`src/design/mm_ram.sv`:
```
`default_nettype none
// ---------------------------------------------------------------------------
// mm_ram
// Generic single-write, single-read RAM with a registered read port.
// ---------------------------------------------------------------------------
module mm_ram #(
  parameter int W = 16,
  parameter int D = 64,
  parameter int AW = (D > 1) ? $clog2(D) : 1
) (
  input  wire logic          clk,
  input  wire logic          wr_en,
  input  wire logic [AW-1:0] wr_addr,
  input  wire logic [W-1:0]  wr_data,
  input  wire logic          rd_en,
  input  wire logic [AW-1:0] rd_addr,
  output logic      [W-1:0]  rd_data
);

  logic [W-1:0] mem_r [D];
  logic [W-1:0] rd_data_r;

  always_ff @(posedge clk) begin
    if (wr_en) begin
      mem_r[wr_addr] <= wr_data;
    end
    if (rd_en) begin
      rd_data_r <= mem_r[rd_addr];
    end
  end

  assign rd_data = rd_data_r;

endmodule
`default_nettype wire

```
`config.mk`:
```
export PLATFORM = sky130hd
export DESIGN_NAME = mm_ram
export DESIGN_NICKNAME = d
export VERILOG_FILES = /design/src/design/mm_ram.sv
export SDC_FILE = /design/constraint.sdc
export NUM_CORES = 1
export LEC_CHECK = 0
export BUFFER_PORTS_ARGS = -buffer_cell sky130_fd_sc_hd__buf_2
export CAP_MARGIN = 10
export CORE_MARGIN = 2
export CORE_UTILIZATION = 33
export CTS_BUF_LIST = sky130_fd_sc_hd__clkbuf_8
export DETAILED_ROUTE_END_ITERATION = 6
export PLACE_DENSITY = 0.56
export SYNTH_ARGS = -nofsm -noshare
export SYNTH_HDL_FRONTEND = slang
export SYNTH_SLANG_ARGS = --single-unit
```
`constraint.sdc`:
```
create_clock -name clk -period 3.4 [get_ports clk]
set_input_delay 0.17 -clock clk [delete_from_list [all_inputs] [get_ports clk]]
set_output_delay 0.17 -clock clk [all_outputs]
set_load 0.1 [all_outputs]
```
==> metrics.txt <==
# TYPE chip_impl_metric gauge
chip_impl_metric{name="power.clock.fraction",unit=""} 0.382
chip_impl_info{name="cts_root_buffer",value="clkbuf_8"} 1
chip_impl_metric{name="top_level_ports",unit=""} 47
chip_impl_metric{name="yosys_warnings",unit=""} 0
chip_impl_metric{name="grt_start_max_net_pins",unit=""} 58
chip_impl_metric{name="worst_hold_slack",unit="ns"} 0.06435
chip_impl_metric{name="fin_area",unit="um^2"} 46200
chip_impl_metric{name="share_of_layout_cells_above_drive_strength_1",unit=""} 0.2924
chip_impl_metric{name="final-hold-violation-count",unit=""} 0
chip_impl_metric{name="wl",unit="um"} 102400
chip_impl_info{name="cp-startpoint",value="mem_r[23][15]"} 1
chip_impl_metric{name="synth_fp_nets",unit=""} 1860
chip_impl_info{name="synth.top_cells.by_count",value="edfxtp_1 (1,040), mux4_2 (220), mux2i_1 (85), nor2_1 (72), nand2_1 (59)"} 1
chip_impl_metric{name="worst_ir_drop_vdd",unit="mV"} 0.3865
chip_impl_metric{name="drt_pass1_iterations",unit=""} 5
chip_impl_info{name="worstSetupPathType",value="reg -> reg"} 1
chip_impl_metric{name="globalRoute.totalOverflow",unit=""} 0
chip_impl_metric{name="post-place-ws",unit="ns"} 0.5126
chip_impl_metric{name="synth_edf_count",unit=""} 1040
chip_impl_metric{name="timing.slew.headroom",unit=""} 0.2358
chip_impl_metric{name="seqPwrFrac",unit=""} 0.559
chip_impl_metric{name="die_extent_in_x",unit="um"} 353.0
chip_impl_metric{name="grt_first_pass_wirelength",unit="um"} 146400
chip_impl_metric{name="wl_per_cell",unit="um"} 26.55
chip_impl_metric{name="crit_fanout",unit=""} 1
chip_impl_metric{name="grt_pass1_vias",unit=""} 20158
chip_impl_metric{name="detail_route.vias_per_cell",unit=""} 5.139
chip_impl_info{name="critical_path.top_delay_family",value="multiplexers"} 1
chip_impl_metric{name="design.die.area",unit="um^2"} 124600
chip_impl_info{name="timing.critical_path.cells",value="mux4_2 > mux2i_1 > a22oi_1 > a31oi_1 > a311oi_1"} 1
chip_impl_info{name="synth.most_common_cell",value="edfxtp_1"} 1
chip_impl_metric{name="post-cts-setup-buffer-count",unit=""} 0
chip_impl_metric{name="initial_cell_density_of_the_core",unit=""} 0.3312
chip_impl_metric{name="timing.critical_path.required",unit="ns"} 3.95
chip_impl_metric{name="cts.sinks",unit=""} 1040
chip_impl_metric{name="timing_worst_slew_pin_value",unit="ns"} 1.146
chip_impl_metric{name="leakagePower",unit="nW"} 14.74
chip_impl_metric{name="die_height",unit="um"} 353.0
chip_impl_info{name="status",value="complete, no violations"} 1
chip_impl_metric{name="holdBufCountCts",unit=""} 16
chip_impl_metric{name="synth_async_sr_flop_share",unit=""} 0
chip_impl_metric{name="netlist_instances",unit=""} 1829
chip_impl_metric{name="cts_buffer_depth",unit=""} 3
chip_impl_info{name="synthTopCellsByArea",value="edfxtp_1 (78%), mux4_2 (12%), mux2i_1 (2.1%)"} 1
chip_impl_metric{name="layout.core_utilization",unit=""} 0.3806
chip_impl_metric{name="core-area",unit="um^2"} 121400
chip_impl_info{name="synth_area_leader_cell",value="edfxtp_1"} 1
chip_impl_metric{name="placedInstanceArea",unit="um^2"} 43040
chip_impl_metric{name="fillCellCount",unit=""} 11032
chip_impl_info{name="r2r-start",value="mem_r[23][15]"} 1
chip_impl_metric{name="fin_tns_setup",unit="ns"} 0
chip_impl_metric{name="internal_power",unit="mW"} 19.67
chip_impl_metric{name="f_max",unit="GHz"} 0.4059
chip_impl_metric{name="syn_avg_cell_area",unit="um^2"} 21.98
chip_impl_metric{name="share_of_the_synthesized_area_in_the_top_cell_type",unit=""} 0.7768
chip_impl_metric{name="synth_seq_cells",unit=""} 1040
chip_impl_metric{name="crit_path_max_incr_delay",unit="ns"} 0.59
chip_impl_metric{name="drt.antenna.violating_nets",unit=""} 0
chip_impl_metric{name="floorplan.rows",unit=""} 128
chip_impl_metric{name="cts.reportedPaths.clkPinSlew",unit="ns"} 0.06
chip_impl_metric{name="globalplace.congestion",unit=""} 0.8096
chip_impl_metric{name="final_period_minus_worst_setup_slack",unit="ns"} 2.464
chip_impl_metric{name="final.period_utilization",unit=""} 0.7246
chip_impl_metric{name="insertion_delay",unit="ns"} 0.83
chip_impl_info{name="grt_setup_unrepaired",value="false"} 1
chip_impl_metric{name="via_count",unit=""} 19828
chip_impl_metric{name="final-setup-viol-count",unit=""} 0
chip_impl_metric{name="synth.lib_cells_used.distinct",unit=""} 42
chip_impl_metric{name="numPortBuffers",unit=""} 46
chip_impl_info{name="min_path_type",value="in -> reg"} 1
chip_impl_info{name="crit_path_start_kind",value="flip-flop"} 1
chip_impl_metric{name="number_of_violations_of_the_max_capacitance_limit",unit=""} 0
chip_impl_metric{name="dr.first_iter.drc_count",unit=""} 2243
chip_impl_info{name="worst_hold_startpoint",value="wr_data[3]"} 1
chip_impl_metric{name="critical_path_arrival",unit="ns"} 3.02
chip_impl_metric{name="remaining_drc_errors",unit=""} 0
chip_impl_metric{name="finalMaxSlewViolations",unit=""} 0
chip_impl_metric{name="power.share.switching",unit=""} 0.2294
chip_impl_metric{name="worst-path-buf-inv",unit=""} 0
chip_impl_metric{name="dp_wirelength",unit="um"} 63000
chip_impl_metric{name="syn2layout_area_growth",unit="%"} 14.91
chip_impl_metric{name="design_power_total",unit="mW"} 25.52
chip_impl_info{name="critPathCaptureType",value="flip-flop"} 1
chip_impl_metric{name="ys_seq_area_frac",unit=""} 0.7768
chip_impl_metric{name="post_cts_resize_count",unit=""} 0
chip_impl_info{name="worst_path_max_delay_cell",value="a31oi_1"} 1
chip_impl_metric{name="power_density",unit="nW/um^2"} 552.4
chip_impl_metric{name="layout.nets",unit=""} 2135
chip_impl_metric{name="dp_cells",unit=""} 3548
chip_impl_metric{name="grt_util_all_layers",unit=""} 0.1629
chip_impl_metric{name="cts-buffers-inserted",unit=""} 163
chip_impl_info{name="synth_flop_cell",value="edfxtp_1"} 1
chip_impl_metric{name="ctsHtreeMaxLevel",unit=""} 4
chip_impl_metric{name="syn_area",unit="um^2"} 40200
chip_impl_metric{name="p_sw",unit="mW"} 5.854
chip_impl_metric{name="layoutNonFillerInstCount",unit=""} 3858
chip_impl_metric{name="fin_worst_skew",unit="ns"} 0.04487
chip_impl_metric{name="grt_antenna_before_repair",unit=""} 17
chip_impl_metric{name="portion_of_total_power_attributed_to_combinational_logic",unit=""} 0.059
chip_impl_info{name="tritoncts",value="done"} 1
chip_impl_metric{name="setup_ws",unit="ns"} 0.9365
==> registers in the layout, indices dropped and copies added, names as in the netlist <==
signal / flops
mem_r: 1024
rd_data: 16
==> cell usage in the layout, fill, tap and decap left out, types with 3 or more instances in the layout <==
cell           Yosys  final
inv_1              0     50
a211oi_1           8      8
a221oi_1          16     16
inv_8              0      4
o21ai_0            5      5
buf_2             36     43
nand3_1           24     24
dlygate4sd3_1      0     16
a22oi_1           39     39
edfxtp_1        1040   1040
nor2_2             2      4
a31oi_1            8      8
diode_2            0      3
clkinv_1           0     46
mux4_2           220    220
and4_1             5      5
bufinv_16          0      5
a221o_1            6      6
clkbuf_8           0    165
a21oi_1           17     17
clkinv_2           0     13
nand2_1           59     59
o21ai_1            3      3
a41oi_1            5      5
nor2b_1           30     29
nand2b_1           3      3
nand4_1           12     12
buf_12             5     10
clkinvlp_4         0      3
nor2_1            72     70
a211o_1            8      8
clkinv_8           0      3
nor4_2             3      3
a311oi_1           8      8
mux2i_1           85     85
mux2_2            27     27
buf_4             13    142
mux4_1             4      4
a22o_1             6      6
==> cell type report <==
| type | instances | area, um^2 | share of cell area |
|---|---|---|---|
| sequential | 1040 | 31230 | 0.6760 |
| multi-input combinational | 685 | 8257 | 0.1787 |
| clock buffer | 165 | 2271 | 0.04916 |
| tap | 1625 | 2033 | 0.04401 |
| timing repair buffer | 214 | 1683 | 0.03643 |
| clock inverter | 126 | 716.9 | 0.01552 |
| antenna | 3 | 7.507 | 0.0001625 |
==> cell families (layout without fill, tap and decap cells) <==
kind of cell / after synthesis / in the layout / synth area share
mux: 336 / 336 / 0.1546
simple gates: 220 / 220 / 0.02636
flops: 1040 / 1040 / 0.7768
other cells: 0 / 3 / 0
buf+inv: 104 / 505 / 0.01824
compound gates: 129 / 129 / 0.02400
==> power by group through the flow <==
stage | registers, mW | clock network, mW | logic, mW
2_1_floorplan | 14.6 | 0 | 0.735
3_3_place_gp | 14.5 | 0 | 1.48
3_5_place_dp | 14.5 | 0 | 1.50
4_1_cts | 14.3 | 9.98 | 1.52
5_1_grt | 14.3 | 10.5 | 1.59
6_report | 14.3 | 9.75 | 1.50
==> worst paths after layout <==
| check | to | slack (ns) | depth (start not counted) |
|---|---|---|---|
| max | rd_data[15] | 0.94 | 5 |
| min | mem_r[45][3] | 0.06 | 1 |
| max reg2reg | rd_data[15] | 0.94 | 5 |
| min reg2reg | rd_data[10] | 0.97 | 4 |
==> per-layer routing <==
layer | share of wire | global-route usage | vias to the layer above | wire length [um]
li1 | - | - | 8284 | -
met1 | 0.43 | 0.2227 | 10653 | 43590
met2 | 0.49 | 0.2643 | 749 | 49940
met3 | 0.069 | 0.03654 | 128 | 7046
met4 | 0.017 | 0.04179 | 14 | 1788
met5 | 0.00080 | 0 | - | 82
Power figures use the tool's default switching activity.
