$ cat src/design/mm_pkg.sv
`default_nettype none
// ---------------------------------------------------------------------------
// mm_pkg
// Shared types and constants of the matrix multiply block.
// ---------------------------------------------------------------------------
package mm_pkg;

  localparam int DEF_MAX_DIM = 8;
  localparam int DIM_W       = 4;
  localparam int ROW_W       = 3;
  localparam int COL_W       = 3;
  localparam int VAL_W       = 16;
  localparam int PROD_W      = 32;
  localparam int SUM_W       = 48;
  localparam int APB_AW      = 4;
  localparam int APB_DW      = 32;

  localparam logic [1:0] CMD_LOAD_A = 2'd0;
  localparam logic [1:0] CMD_LOAD_B = 2'd1;
  localparam logic [1:0] CMD_START  = 2'd2;

  localparam logic [1:0] REG_ROWS_A    = 2'd0;
  localparam logic [1:0] REG_INNER_DIM = 2'd1;
  localparam logic [1:0] REG_COLS_B    = 2'd2;

  localparam logic [DIM_W-1:0] DIM_RESET = 4'd8;

  typedef struct packed {
    logic [1:0]              cmd;
    logic [ROW_W-1:0]        row;
    logic [COL_W-1:0]        col;
    logic signed [VAL_W-1:0] value;
  } in_word_t;

  typedef struct packed {
    logic [ROW_W-1:0]        out_row;
    logic [COL_W-1:0]        out_col;
    logic signed [SUM_W-1:0] sum;
    logic                    last;
  } out_word_t;

  typedef enum logic [2:0] {
    S_IDLE,
    S_ROW,
    S_ISSUE,
    S_FLUSH,
    S_LOAD,
    S_DRAIN
  } state_t;

endpackage
`default_nettype wire

$ cat src/design/mm_cell.sv
`default_nettype none
// ---------------------------------------------------------------------------
// mm_cell
// One column cell: holds a column of B, multiplies the passing A element,
// accumulates, and shifts finished sums toward the output.
// ---------------------------------------------------------------------------
module mm_cell #(
  parameter int MAX_DIM = mm_pkg::DEF_MAX_DIM,
  parameter int DW = (MAX_DIM > 1) ? $clog2(MAX_DIM) : 1
) (
  input  wire logic                            clk,
  input  wire logic                            rst_n,
  input  wire logic                            b_we,
  input  wire logic [DW-1:0]                   b_row,
  input  wire logic signed [mm_pkg::VAL_W-1:0] b_data,
  input  wire logic                            clr,
  input  wire logic                            in_v,
  input  wire logic [DW-1:0]                   in_k,
  input  wire logic signed [mm_pkg::VAL_W-1:0] in_a,
  output logic                                 out_v,
  output logic      [DW-1:0]                   out_k,
  output logic signed [mm_pkg::VAL_W-1:0]      out_a,
  input  wire logic                            ld,
  input  wire logic                            sh,
  input  wire logic signed [mm_pkg::SUM_W-1:0] res_in,
  output logic signed [mm_pkg::SUM_W-1:0]      res_out
);
  import mm_pkg::*;

  logic signed [VAL_W-1:0]  b_mem_r [MAX_DIM];
  logic                     v_r;
  logic [DW-1:0]            k_r;
  logic signed [VAL_W-1:0]  a_r;
  logic                     mul_v_r;
  logic signed [PROD_W-1:0] prod_r;
  logic signed [SUM_W-1:0]  acc_r;
  logic signed [SUM_W-1:0]  res_r;

  always_ff @(posedge clk) begin
    if (b_we) begin
      b_mem_r[b_row] <= b_data;
    end
    k_r    <= in_k;
    a_r    <= in_a;
    prod_r <= in_a * b_mem_r[in_k];
    if (clr) begin
      acc_r <= '0;
    end else if (mul_v_r) begin
      acc_r <= acc_r + SUM_W'(prod_r);
    end
    if (ld) begin
      res_r <= acc_r;
    end else if (sh) begin
      res_r <= res_in;
    end
  end

  always_ff @(posedge clk) begin
    if (!rst_n) begin
      v_r     <= 1'b0;
      mul_v_r <= 1'b0;
    end else begin
      v_r     <= in_v;
      mul_v_r <= in_v;
    end
  end

  assign out_v   = v_r;
  assign out_k   = k_r;
  assign out_a   = a_r;
  assign res_out = res_r;

endmodule
`default_nettype wire

$ cat config.mk
export PLATFORM = sky130hd
export DESIGN_NAME = mm_cell
export DESIGN_NICKNAME = d
export VERILOG_FILES = /design/src/design/mm_pkg.sv /design/src/design/mm_cell.sv
export SDC_FILE = /design/constraint.sdc
export NUM_CORES = 1
export LEC_CHECK = 0
export BUFFER_PORTS_ARGS = -buffer_cell sky130_fd_sc_hd__buf_2
export CAP_MARGIN = 10
export CORE_ASPECT_RATIO = 1.4
export CORE_MARGIN = 2
export CORE_UTILIZATION = 35
export CTS_CLUSTER_SIZE = 28
export DETAILED_ROUTE_END_ITERATION = 8
export GPL_TIMING_DRIVEN = 0
export PLACE_DENSITY_LB_ADDON = 0.05
export SYNTH_ARGS = -nofsm -noshare
export SYNTH_HDL_FRONTEND = slang
export SYNTH_SLANG_ARGS = --single-unit
export TNS_END_PERCENT = 100
$ cat constraint.sdc
create_clock -name clk -period 7.9 [get_ports clk]
set_input_delay 0.79 -clock clk [delete_from_list [all_inputs] [get_ports clk]]
set_output_delay 0.79 -clock clk [all_outputs]
set_load 0.05 [all_outputs]
==> metrics.txt, run 1 <==
commonest non-fill, non-tap cell in the layout=inv_1; Core Util, Final=40.6%; Die H=301 um; Setup crit start kind=primary input; 1st-pass router iterations=4; # IOs=161; gp weighted congestion=about 0.87; Total GRT Usage=18.0%; Synth cell types=73; share of cells above drive strength 1=17.0%; antenna diode count=0; CP max FO=10; cell taking the most area after synthesis=edfxtp_1; vias in the first global route=16100; Port Buffers=159; final slew viol count=0; ratio of final minimum period to clock period=94.9%; Final Hold Viols=0; register area share after synthesis=between 30 and 40%; die area=around 65000 um2; TritonCTS clock tree=done; Die Wd=approximately 220 um; YS warnings=0; RSZ-0062 raised after global routing=false; clock root buffer=clkbuf_16; Syn Std Cell Area=22100 um2; Via Count=14400; Initial Utilization=a little over a third; crit path time final=7500 ps; flop-to-flop setup slack=about 470 ps; placeable core region=62200 um2; most area-consuming cells after synthesis=edfxtp_1, fa_1, dfxtp_1, ha_1, inv_1; row count=108; vias per cell=4.75; Slew headroom=22.6%; largest net degree at the start of global routing=49; gate count of the mapped netlist=1982; CP Capture Type=register; Crit Path Class=in -> reg; async set or reset register ratio after synthesis=0%; H-tree depth=1; Mapped Nets=2467; number of fill cells in the layout=6104; Post-synth EDFFs=176; final-stage net count=roughly 2700; syn_area_per_cell=11.1 um2; # clock sinks=276; Final setup viols=0; worst slew pin tran=1160 ps; Post-Route WL=~56000 um; GR Overflow Total=0; Fin Clk Skew=slightly above 30 ps; initial antenna violation count=4; hold_ws=395 ps; crit path DAT=8010 ps; WL/cell=roughly 19 um; first-pass GRT wire length=90300 um; final worst slack=about 400 ps; Clock Tree Buf Depth=3; DRC Markers=0; total CTS buffers=31; CTS Hold Bufs=0; Fmax=133 MHz; max-cap viol count=0; Worst EP required=8410 ps; initial DRC count=528; clock transition at the registers of the reported paths=60 ps; Layout area overhead=14.3%; hpwl dp=approximately 47000 um; Yosys top cell area share=a little under a quarter; min-delay worst type=in -> reg; most frequent cells in the layout=inv_1, fa_1, edfxtp_1, buf_2, nand2_1; top_reg_cell synth=edfxtp_1; outcome=completed; worst slack, placed=-1930 ps; clk_lat worst skew=610 ps; post-synthesis register bit count=about 280; ANT nets after route=0
==> sequential cells by signal, indices dropped and copies added (netlist names) <==
register,count
b_mem_r,128
acc_r,48
res_out,48
prod_r,32
out_a,16
out_k,3
mul_v_r,1
==> area by class of cell <==
class / count / area [um2] / area share (%)
buffer: 59 / 267 / 1.06
inverter: 337 / 1260 / 5.02
timing repair buffer: 173 / 982 / 3.90
clock buffer: 38 / 822 / 3.26
tap: 825 / 1030 / 4.09
clock inverter: 20 / 214 / 0.849
multi-input combinational: 1299 / 13300 / 52.9
sequential: 276 / 7290 / 28.9
==> cell families (layout without fill, tap and decap cells) <==
logic type / after synthesis / in the layout / share of synthesized area, %
simple gates: 477 / 477 / 10.9
buf+inv: 407 / 627 / 6.99
fa+ha+maj: 392 / 392 / 31.2
flops: 276 / 276 / 33.0
compound gates: 220 / 220 / 6.69
mux: 133 / 133 / 8.17
xor+xnor: 77 / 77 / 3.06
==> critical path, cell delays in order <==
cell and delay, ps:
buf_2 180, mux4_2 530, mux2i_2 610, clkbuf_1 510
nand2b_1 200, fa_1 440, fa_1 490, inv_1 50
fa_1 490, fa_1 430, fa_1 490, inv_1 50
fa_1 470, inv_1 40, ha_1 340, a21o_1 190
a21oi_1 170, o21bai_1 80, a21oi_1 150, nor2b_1 90
o311ai_2 380, a21oi_1 200, a211o_1 290, a21oi_1 180
xnor2_1 140
==> metal layers <==
metal | global-route usage, % | routed length, um | vias to the layer above
met5 | 0 | 21 | -
met4 | 5.10 | 1530 | 4
met3 | 1.86 | 2130 | 74
met2 | 36.1 | 31200 | 271
met1 | 19.6 | 21400 | 7155
li1 | - | - | 6868
==> cells in the mapped netlist (4+ instances only) <==
cell / number
o22ai_1: 4
or3_1: 6
a211oi_1: 6
inv_1: 337
mux4_2: 32
ha_1: 129
nand2b_1: 37
a31oi_1: 6
edfxtp_1: 176
nand4_1: 12
nor3_1: 14
o21ai_2: 4
mux2_2: 57
fa_1: 263
or2_2: 6
a21oi_1: 70
and2_1: 51
nor3b_1: 5
o21ai_0: 31
nor2b_1: 83
clkbuf_1: 53
o21ai_1: 5
a21o_1: 41
dfxtp_1: 100
o21a_1: 7
xnor2_1: 53
xor2_1: 24
mux2i_1: 44
o21bai_1: 13
nand2_1: 148
nor2_1: 87
buf_1: 10
nand3_1: 13
==> metrics by stage <==
step                area, um2  TNS (ps)  instances
floorplan               22100         0       1982
global placement        23900    -18720       2966
detailed placement      24100    -18570       2976
CTS                     25200         0       3034
global route            25200         0       3027
finish                  25200         0       3027
==> what timing repair did <==
action	CTS	global route
setup endpoints to repair	13	5
gates resized for setup	29	8
setup buffers	2	2
cloned	0	0
pin swaps	0	0
==> path summary, 6_finish.rpt <==
path                                          startpoint                     end  cells past startpoint
worst min-delay path                                in_v      mul_v_r$_SDFF_PN0_                      2
worst max register to register  b_mem_r[4][14]$_DFFE_PP_      prod_r[30]$_DFF_P_                     24
worst max-delay path                             in_k[0]      prod_r[30]$_DFF_P_                     25
worst min register to register    acc_r[39]$_SDFFE_PP0P_  acc_r[39]$_SDFFE_PP0P_                      2
Power of run 1 is left out: the tool's default activity adds up to more than one toggle a clock period on the data nets, which glitch-free logic cannot reach.
==> inputs of run 2 (changes only) <==
Settings changed: CORE_ASPECT_RATIO 1.4 to not set, CORE_MARGIN 2 to not set, CORE_UTILIZATION 35 to 56.
==> run 2 against run 1 <==
Routed wire length decreased by 13%. Via count rose by 1.1%. Sequential share of layout area is 0.52 points higher. Critical path type unchanged.
==> metrics.txt, run 2 (synthesized netlist as in run 1, its figures left out) <==
outcome=completed; Layout area overhead=12.3%; Slew headroom=24.4%; Most flops, register=b_mem_r; Crit Path Class=in -> reg; initial DRC count=607; die area=between 40000 and 50000 um2; # clock sinks=276; clk_lat worst skew=570 ps; Final Hold Viols=0; DRC Markers=0; Die Wd=200 um; vias per cell=around 5.3; crit path DAT=8110 ps; CP Capture Type=register; # IOs=161; vias in the first global route=~15000; design area=24800 um2; final slew viol count=0; min-delay worst type=in -> reg; most frequent cells in the layout=inv_1, fa_1, edfxtp_1, buf_2, nand2_1; Via Count=between 10000 and 15000; H-tree depth=1; Crit-path slowest cell=fa_1; Die H=200 um; Worst EP required=8340 ps; share of cells above drive strength 1=16.8%; Placed Area=approximately 24000 um2; hpwl dp=between 30000 and 40000 um; initial antenna violation count=2; Fmax=between 100 and 150 MHz; RSZ-0062 raised after global routing=true; most frequent CP cell=fa_1; commonest non-fill, non-tap cell in the layout=inv_1; Final setup viols=0; worst slew pin tran=1100 ps; 1st-pass router iterations=7; ratio of final minimum period to clock period=around 97%; Clock Tree Buf Depth=3; final setup TNS=0 ps; multi-input logic area=about 13000 um2; ANT nets after route=0; flip-flop count of the largest register after layout=128; Initial Utilization=57.0%; gp weighted congestion=0.902; FF/Latch Area=7290 um2; Fin Clk Skew=17.9 ps; Port Buffers=around 160; largest net degree at the start of global routing=49; CTS Hold Bufs=0; clock root buffer=clkbuf_16; CP max FO=10; Setup crit start kind=primary input; Total GRT Usage=25.3%; placeable core region=about 39000 um2; Non-Filler Instances=2719; number of fill cells in the layout=3143; max-cap viol count=0; first-pass GRT wire length=approximately 80000 um; Post-Route WL=48800 um; TritonCTS clock tree=done; crit path time final=7670 ps; row count=roughly 70; total CTS buffers=29; GR Overflow Total=0; Crit path largest cell delay=560 ps; WL/cell=18.0 um; clock transition at the registers of the reported paths=60 ps; final-stage net count=approximately 2700; Placed Cells=around 2700
## run 2: final timing paths
check	start	to	slack (ps)	cells after the start
max	in_k[0]	prod_r[31]$_DFF_P_	230	29
min reg2reg	acc_r[27]$_SDFFE_PP0P_	acc_r[27]$_SDFFE_PP0P_	500	2
max reg2reg	b_mem_r[4][14]$_DFFE_PP_	prod_r[30]$_DFF_P_	370	24
min	in_v	mul_v_r$_SDFF_PN0_	440	2
## run 2: timing repair
| action | in CTS | in global routing |
|---|---|---|
| resized for setup | 31 | 23 |
| buffers inserted | 2 | 2 |
| setup endpoints to repair | 14 | 5 |
| gates cloned | 0 | 0 |
## run 2: worst max-delay path, delay by kind of cell
kind	cells	cell delay, ps
adders and majority gates	7	3420
AOI/OAI and AO/OA	7	1460
buffers and inverters	8	940
muxes	2	620
and+or+nand+nor	4	570
xor gates and xnor gates	1	300
## run 2: metal layers
metal  part of all wire, %  track usage [%]  vias up
li1                      -                -     6877
met1                    42             32.6     7161
met2                    49             44.0      383
met3                   4.5             3.04      106
met4                   3.7             8.89        2
met5                 0.018                0        -
## run 2: area by class of cell
cell class	count	area share (%)
clock inverters	10	0.445
repair buffers	172	3.95
multi-input cells	1299	53.9
plain buffers	62	1.19
flip-flops and latches	276	29.4
clock buffers	43	3.30
diodes	2	0.0202
well taps	518	2.62
inverters	337	5.11
## run 2: stage by stage
step	hold WS [ps]	utilization [%]	setup WS (ps)
after detailed placement	489	61.1	-2300
after global placement	482	60.7	-2200
after floorplan	439	-	151
final	438	63.9	232
after CTS	408	63.8	4.75
after global routing	423	63.9	-75.0
Power of run 2 is left out for the same reason.
